==> src/rtl/brp_pkg.sv <==
// ----------------------------------------------------------------------------
// Baud reload pick package
// Shared widths, constants and a helper function for the baud reload selector.
// ----------------------------------------------------------------------------
package brp_pkg;

  // Field widths.
  localparam int CLK_W    = 24;
  localparam int BAUD_W   = 20;
  localparam int RELOAD_W = 10;
  localparam int ACT_W    = 19;

  // Divider geometry: 20-bit dividend and quotient, 22-bit divisor.
  localparam int DIV_W = 20;
  localparam int REM_W = 22;

  // Quotient wide enough to hold the generator span itself.
  localparam int Q_W = 11;

  localparam logic [Q_W-1:0]   GEN_SPAN   = 11'd1024;
  localparam logic [Q_W-1:0]   TMR_SPAN   = 11'd256;
  localparam logic [ACT_W-1:0] ACT_MAX    = 19'h7FFFF;
  localparam logic [CLK_W-1:0] CLK_RESET  = 24'd16000000;

  // UART modes that use baud generation.
  localparam logic [1:0] MODE_1 = 2'd1;
  localparam logic [1:0] MODE_3 = 2'd3;

  // Dividend after the power-of-two part of the divisor is shifted out.
  // Generator: clk * 2^(1+s) / 64. Timer: clk * 2^(1+s) / 128, then / 3.
  function automatic logic [DIV_W-1:0] dividend(input logic [CLK_W-1:0] clk_hz,
                                                input logic gen, input logic s);
    logic [DIV_W-1:0] res;
    if (gen && s) begin
      res = clk_hz[CLK_W-1:4];
    end else if (gen || s) begin
      res = {1'b0, clk_hz[CLK_W-1:5]};
    end else begin
      res = {2'b0, clk_hz[CLK_W-1:6]};
    end
    return res;
  endfunction

endpackage

==> src/rtl/brp_div.sv <==
// ----------------------------------------------------------------------------
// Pipelined restoring divider
// One quotient bit per register stage, a new division may enter every cycle that en is high.
// ----------------------------------------------------------------------------
module brp_div (
  input  logic                        clk,
  input  logic                        en,
  input  logic [brp_pkg::DIV_W-1:0]   num_i,
  input  logic [brp_pkg::REM_W-1:0]   den_i,
  output logic [brp_pkg::DIV_W-1:0]   quo_o
);

  logic [brp_pkg::DIV_W-1:0] num_r   [brp_pkg::DIV_W];
  logic [brp_pkg::DIV_W-1:0] quo_r   [brp_pkg::DIV_W];
  logic [brp_pkg::REM_W-1:0] rem_r   [brp_pkg::DIV_W];
  logic [brp_pkg::REM_W-1:0] den_r   [brp_pkg::DIV_W];
  logic [brp_pkg::DIV_W-1:0] num_nxt [brp_pkg::DIV_W];
  logic [brp_pkg::DIV_W-1:0] quo_nxt [brp_pkg::DIV_W];
  logic [brp_pkg::REM_W-1:0] rem_nxt [brp_pkg::DIV_W];
  logic [brp_pkg::REM_W-1:0] den_nxt [brp_pkg::DIV_W];

  // Each stage shifts in one dividend bit and tries a subtract.
  always_comb begin
    logic [brp_pkg::DIV_W-1:0] num_in;
    logic [brp_pkg::DIV_W-1:0] quo_in;
    logic [brp_pkg::REM_W-1:0] rem_in;
    logic [brp_pkg::REM_W-1:0] den_in;
    logic [brp_pkg::REM_W:0]   trial;
    logic [brp_pkg::REM_W:0]   diff;
    for (int k = 0; k < brp_pkg::DIV_W; k++) begin
      if (k == 0) begin
        num_in = num_i;
        quo_in = '0;
        rem_in = '0;
        den_in = den_i;
      end else begin
        num_in = num_r[k-1];
        quo_in = quo_r[k-1];
        rem_in = rem_r[k-1];
        den_in = den_r[k-1];
      end
      trial = {rem_in, num_in[brp_pkg::DIV_W-1]};
      diff  = trial - {1'b0, den_in};
      if (trial >= {1'b0, den_in}) begin
        rem_nxt[k] = diff[brp_pkg::REM_W-1:0];
        quo_nxt[k] = {quo_in[brp_pkg::DIV_W-2:0], 1'b1};
      end else begin
        rem_nxt[k] = trial[brp_pkg::REM_W-1:0];
        quo_nxt[k] = {quo_in[brp_pkg::DIV_W-2:0], 1'b0};
      end
      num_nxt[k] = {num_in[brp_pkg::DIV_W-2:0], 1'b0};
      den_nxt[k] = den_in;
    end
  end

  // Stage registers advance together with the rest of the pipeline.
  always_ff @(posedge clk) begin
    if (en) begin
      for (int k = 0; k < brp_pkg::DIV_W; k++) begin
        num_r[k] <= num_nxt[k];
        quo_r[k] <= quo_nxt[k];
        rem_r[k] <= rem_nxt[k];
        den_r[k] <= den_nxt[k];
      end
    end
  end

  assign quo_o = quo_r[brp_pkg::DIV_W-1];

endmodule

==> config.mk <==
export PLATFORM = sky130hd
export DESIGN_NAME = brp_div
export DESIGN_NICKNAME = d
export VERILOG_FILES = /design/src/rtl/brp_pkg.sv /design/src/rtl/brp_div.sv
export SDC_FILE = /design/constraint.sdc
export NUM_CORES = 2
export LEC_CHECK = 0
export ABC_AREA = 1
export ABC_CLOCK_PERIOD_IN_PS = 5800
export BUFFER_PORTS_ARGS = -buffer_cell sky130_fd_sc_hd__buf_2
export CAP_MARGIN = 20
export CORE_ASPECT_RATIO = 1.75
export CORE_MARGIN = 4
export CORE_UTILIZATION = 25
export DETAILED_ROUTE_END_ITERATION = 10
export HOLD_SLACK_MARGIN = 0.08
export PLACE_DENSITY = 0.36
export SETUP_SLACK_MARGIN = 0.1
export SYNTH_ARGS = -nofsm -noshare
export SYNTH_HDL_FRONTEND = slang
export SYNTH_SLANG_ARGS = --single-unit
==> constraint.sdc <==
create_clock -name clk -period 5.8 [get_ports clk]
set_input_delay 1.16 -clock clk [delete_from_list [all_inputs] [get_ports clk]]
set_output_delay 1.16 -clock clk [all_outputs]
set_load 0.005 [all_outputs]
; Word-level counts from Yosys, hierarchy flattened
; Memory sizes are Yosys's and may differ from the RTL's.
; Index checks and enable logic that the tools add are counted.
[totals]
ff_bits = 0
memories = 4
ram_bits = 1660
out_inout_bits = 20
[mem_list]
columns = name, words, width, rd, rd_clocked_by_memory_dff, wr, line_no
row1 = den_r, 20, 22, 19, 0, 20, brp_div.sv:16  ; logic [brp_pkg::REM_W-1:0] den_r [brp_pkg::DIV_W];
row2 = rem_r, 20, 22, 19, 0, 20, brp_div.sv:15  ; logic [brp_pkg::REM_W-1:0] rem_r [brp_pkg::DIV_W];
row3 = quo_r, 20, 20, 20, 0, 20, brp_div.sv:14  ; logic [brp_pkg::DIV_W-1:0] quo_r [brp_pkg::DIV_W];
row4 = num_r, 20, 19, 19, 0, 20, brp_div.sv:13  ; logic [brp_pkg::DIV_W-1:0] num_r [brp_pkg::DIV_W];
[classes]
mux = 42
addsub = 20
n_lt_le_gt_ge = 20
[op_table]
columns = operator, count
row1 = 2-to-1 mux 22 bit, 20
row2 = >= comparator 23 x 22 -> 1 bit, 19
row3 = subtractor 22 bit, 19
row4 = >= comparator 1 x 22 -> 1 bit, 1
row5 = 2-to-1 mux 1 bit, 22
row6 = subtractor 1 x 22 -> 22 bit, 1

; Longest topological paths before layout
; An unclocked memory read counts as a cell.
[logic_depth]
word_depth = 3
mapped_depth = 15
mapped_depth_nobuf = 14

; Worst setup path before layout
; No wires, ideal clock.
[synth_timing]
path_type = input port to flip-flop
from = input num_i[19] in the netlist's numbering
to = memory rem_r[0][11] in the netlist's numbering (data pin)
setup_time_ps = 282
slack_ps = 3415
t_arrival_ps = 2103
required_ps = 5518
cell_stages = 9
path_buffers = 1
path_cell_list = inv_1 ha_1 inv_1 ha_1 nand4_1 nand2_1 nand2_2 buf_2 a31oi_1
[synth_lines]
columns = item, line_no
row1 = from (decl), brp_div.sv:8  ; input logic [brp_pkg::DIV_W-1:0] num_i,
row2 = to (decl), brp_div.sv:15

==> flow_results.xml <==
<?xml version="1.0" encoding="UTF-8"?>
<metrics>
  <group name="status">
    <metric name="outcome" unit="">complete, no violations</metric>
  </group>
  <group name="die">
    <metric name="die_x" unit="um">421</metric>
    <metric name="initial_core_utilization" unit="%">25.1</metric>
    <metric name="core_area" unit="um2">297000</metric>
    <metric name="rows" unit="">265</metric>
    <metric name="die_area" unit="um2">307000</metric>
    <metric name="chipHeight" unit="um">730</metric>
    <metric name="floorplan.io_pins" unit="">64</metric>
  </group>
  <group name="logic_synthesis">
    <metric name="ys_warn_count" unit="">0</metric>
    <metric name="syn-mean-instance-area" unit="um2">8.43</metric>
    <metric name="synth_cells" unit="">8841</metric>
    <metric name="synth_nets" unit="">9323</metric>
    <metric name="synth.distinct_cells" unit="">46</metric>
    <metric name="synth-seq-area-share" unit="%">49.8</metric>
    <metric name="synthArstFlopShare" unit="%">0</metric>
    <metric name="number_of_flops_mapped_to_enable_cells_by_yosys" unit="">1236</metric>
    <metric name="commonest_register_cell_after_synthesis" unit="">edfxtp_1</metric>
    <metric name="netlist_area" unit="um2">74600</metric>
    <metric name="synth_seq_cells" unit="">1236</metric>
  </group>
  <group name="finish">
    <metric name="fin_area" unit="um2">84100</metric>
    <metric name="mostFrequentLayoutCells" unit="">2947 x nand2_1, 1775 x inv_1, 1236 x edfxtp_1, 725 x nand3_1, 501 x nor2_1</metric>
    <metric name="sequential_standard_cell_area" unit="um2">37100</metric>
    <metric name="nets" unit="">9481</metric>
    <metric name="drive_gt1_share" unit="%">6.54</metric>
    <metric name="multi_input_comb_area" unit="um2">29900</metric>
    <metric name="area_delta_synth_final" unit="%">12.8</metric>
    <metric name="layout.cells.most_common" unit="">nand2_1</metric>
    <metric name="fillCellCount" unit="">31789</metric>
  </group>
  <group name="sta">
    <metric name="grt_setup_unrepaired" unit="">no</metric>
    <metric name="final.setup_skew" unit="ns">0.0486</metric>
    <metric name="worstMarginPinSlew" unit="ns">1.16</metric>
    <metric name="period_needed" unit="ns">3.37</metric>
    <metric name="setup_viol_count_final" unit="">0</metric>
    <metric name="finalWorstSetupSlack" unit="ns">2.43</metric>
    <metric name="hold_viol_final" unit="">0</metric>
    <metric name="worst_slew_margin_rel" unit="%">22.9</metric>
    <metric name="max_freq" unit="MHz">296</metric>
    <metric name="finalCritPeriodShare" unit="%">58.2</metric>
    <metric name="sum_neg_setup_slack" unit="ns">0</metric>
    <metric name="report.final.slew_viol_count" unit="">0</metric>
  </group>
  <group name="global_route">
    <metric name="grt_first_pass_wirelength" unit="um">398000</metric>
    <metric name="grt_overflow" unit="">0</metric>
    <metric name="grt_antenna_before_repair" unit="">4</metric>
    <metric name="first_global_vias" unit="">58465</metric>
    <metric name="pin_count_of_the_biggest_net_entering_global_routing" unit="">153</metric>
    <metric name="grt_usage" unit="%">17.9</metric>
  </group>
  <group name="worst_setup_path">
    <metric name="critPathLaunchType" unit="">flop</metric>
    <metric name="timing.reg2reg.setup_slack" unit="ns">2.43</metric>
    <metric name="cp_cell_sequence" unit="">inv_1 -&gt; ha_1 -&gt; nand2_1 -&gt; inv_1 -&gt; nand2_1 -&gt; nand2_1 -&gt; nand2_1 -&gt; nand2_1 -&gt; nand2_1 -&gt; nand4_2 -&gt; o21ai_1</metric>
    <metric name="r2r_depth" unit="">11</metric>
    <metric name="critical_path_arrival" unit="ns">3.88</metric>
    <metric name="crit_type" unit="">flop to flop</metric>
    <metric name="timing.rr.end" unit="">rem_r[15][0]</metric>
    <metric name="worstSetupEndpointType" unit="">flop</metric>
    <metric name="maximum_cell_stage_delay_along_the_critical_path" unit="ns">0.89</metric>
    <metric name="slowest_cell_on_crit_path" unit="">o21ai_1</metric>
    <metric name="worstPathRequired" unit="ns">6.31</metric>
    <metric name="timing.critical_path.mode_cell" unit="">nand2_1</metric>
    <metric name="worstReg2RegStart" unit="">den_r[14][10]</metric>
    <metric name="crit_fanout" unit="">23</metric>
  </group>
  <group name="drt">
    <metric name="drt-pass1-iter-count" unit="">6</metric>
    <metric name="drt-wirelength-per-cell" unit="um">21.5</metric>
    <metric name="route.antenna.remaining_nets" unit="">0</metric>
    <metric name="number_of_remaining_drc_errors" unit="">0</metric>
    <metric name="vias_per_cell" unit="">4.32</metric>
    <metric name="drt_iter0_drc" unit="">2909</metric>
    <metric name="detailed_route_via_count" unit="">56065</metric>
    <metric name="finalWirelength" unit="um">279000</metric>
  </group>
  <group name="pwr">
    <metric name="vdd.ir_drop.worst" unit="V">0.000249</metric>
    <metric name="pwr-share-seq" unit="%">32.2</metric>
    <metric name="clkPwrFrac" unit="%">21.6</metric>
    <metric name="pwr_density_cell" unit="nW/um2">526</metric>
    <metric name="power_leakage" unit="nW">39.6</metric>
    <metric name="p_int" unit="mW">24.4</metric>
    <metric name="combinationalPowerShare" unit="%">46.2</metric>
    <metric name="power.net_switching" unit="mW">19.9</metric>
    <metric name="power.share.switching" unit="%">44.9</metric>
  </group>
  <group name="clock_network">
    <metric name="clock_tree_from_tritoncts" unit="">yes</metric>
    <metric name="cts_htree_levels" unit="">4</metric>
    <metric name="cts_post_setup_buffers_inserted" unit="">0</metric>
    <metric name="cts_root_buffer" unit="">clkbuf_16</metric>
    <metric name="cts_sink_count" unit="">1236</metric>
    <metric name="clkSlewWorstSetupHoldPaths" unit="ns">0.07</metric>
    <metric name="clk_latency" unit="ns">0.86</metric>
    <metric name="cts_max_path_buffers" unit="">4</metric>
    <metric name="numCtsBuffers" unit="">151</metric>
    <metric name="holdBufCountCts" unit="">0</metric>
    <metric name="post_cts_gate_resize_count" unit="">0</metric>
  </group>
  <group name="placement">
    <metric name="gp_congestion" unit="">0.883</metric>
    <metric name="dp_hpwl" unit="um">229000</metric>
    <metric name="detailedPlace.worstSlack" unit="ns">2.06</metric>
    <metric name="placement.cell_area" unit="um2">79300</metric>
    <metric name="portBuffers" unit="">63</metric>
  </group>
  <group name="hold_path">
    <metric name="worst_hold_path.num_cells" unit="">0</metric>
    <metric name="min_to" unit="">num_r[9][15]</metric>
    <metric name="min-delay-start" unit="">num_r[8][14]</metric>
    <metric name="path_class_of_the_lowest_slack_min_delay_path" unit="">flop to flop</metric>
  </group>
  <group name="job">
    <metric name="drv_cap" unit="">0</metric>
  </group>
</metrics>
worst max path at each step:
| stage | from | end | slack (ns) | depth (start not counted) |
|---|---|---|---|---|
| 5_1_grt | den_r[14][10] | rem_r[15][0] | 2.23 | 11 |
| 4_1_cts | den_r[7][16] | rem_r[8][4] | 2.29 | 10 |
| 3_5_place_dp | den_i[7] | rem_r[0][0] | 2.06 | 8 |
| 3_3_place_gp | den_i[7] | rem_r[0][0] | 1.94 | 8 |
| 2_1_floorplan | num_i[19] | rem_r[0][11] | 3.41 | 9 |
| 6_report | den_r[14][10] | rem_r[15][0] | 2.43 | 11 |
metrics by stage:
stage	power (mW)	utilization (%)	instances	hold slack [ns]
finish	44.3	28.3	12991	0.388
floorplan	27.6	-	8841	0.400
detailed placement	35.3	26.6	12717	0.405
CTS	45.3	28.3	12978	0.384
global route	47.7	28.3	12988	0.395
global placement	35.4	26.6	12715	0.400
worst max-delay path, delay by kind of cell (launching register included):
family / cells / cell delay, ns
flip-flops: 1 / 0.50
AND/OR/NAND/NOR: 7 / 1.13
adder cells (fa/ha/maj): 1 / 0.40
buffers and inverters: 2 / 0.13
AO/OA/AOI/OAI: 1 / 0.89
kinds of logic after synthesis:
logic type | synth area share (%)
buffers and inverters | 10.1
xor gates and xnor gates | 1.90
AOI/OAI and AO/OA | 3.83
DFF | 49.8
and+or+nand+nor | 26.8
adders and majority gates | 7.53
power groups by stage:
stage,registers (mW),clock network (mW),logic (mW)
after floorplan,13.3,0,14.3
after global placement,14.5,0,20.9
after detailed placement,14.5,0,20.8
after CTS,14.3,10.1,20.9
after global routing,14.4,10.3,23.0
final,14.2,9.58,20.5
layer usage:
layer	global-route usage (%)	up-vias	share of wire, %
met1	15.1	26058	31
met5	0	-	0
li1	-	28619	-
met4	10.8	0	7.1
met2	38.7	892	60
met3	1.48	496	2.0
synth_stat cells (3+ instances only):
master    number  area share, %
nand3b_1      95           0.96
o21ai_0       65           0.44
buf_6         39           0.59
nor3_1        70           0.47
nor2_1       501            2.5
a31oi_1       10          0.084
buf_2         18           0.12
nor2_4        12           0.18
nand2_2       86           0.72
xor2_1       155            1.8
xnor2_1        7          0.082
nand4_4        9           0.26
nand4_1       67           0.56
inv_1       1775            8.9
buf_12         8           0.21
a21boi_0      12           0.12
nand3_1      725            4.9
nand3_2       40           0.54
edfxtp_1    1236             50
nor2_2        36           0.30
or2_2          7          0.059
buf_4         18           0.18
o21bai_1      37           0.37
o21ai_1       62           0.42
or2_0          7          0.059
clkbuf_1       3          0.015
ha_1         420            7.0
nor3b_1        3          0.030
nor4_1         3          0.025
a21oi_1      232            1.6
nand4_2        9           0.15
inv_2          6          0.030
and2_1        20           0.17
o21ai_2       67           0.79
nand2_1     2947             15
nor3_2         4          0.054
fa_1          18           0.48
flip-flops by register name, indices dropped and copies added, names as in the netlist:
register / cells
den_r: 418
rem_r: 418
quo_r: 210
num_r: 190
area by class of cell:
type | instances | area share, %
clock inverter | 86 | 1.03
multi-input combinational | 5735 | 35.6
antenna | 13 | 0.0387
inverter | 1781 | 7.95
clock buffer | 175 | 4.70
sequential | 1236 | 44.1
tap | 3871 | 5.76
timing repair buffer | 94 | 0.832
(Power assumes the default switching activity.)
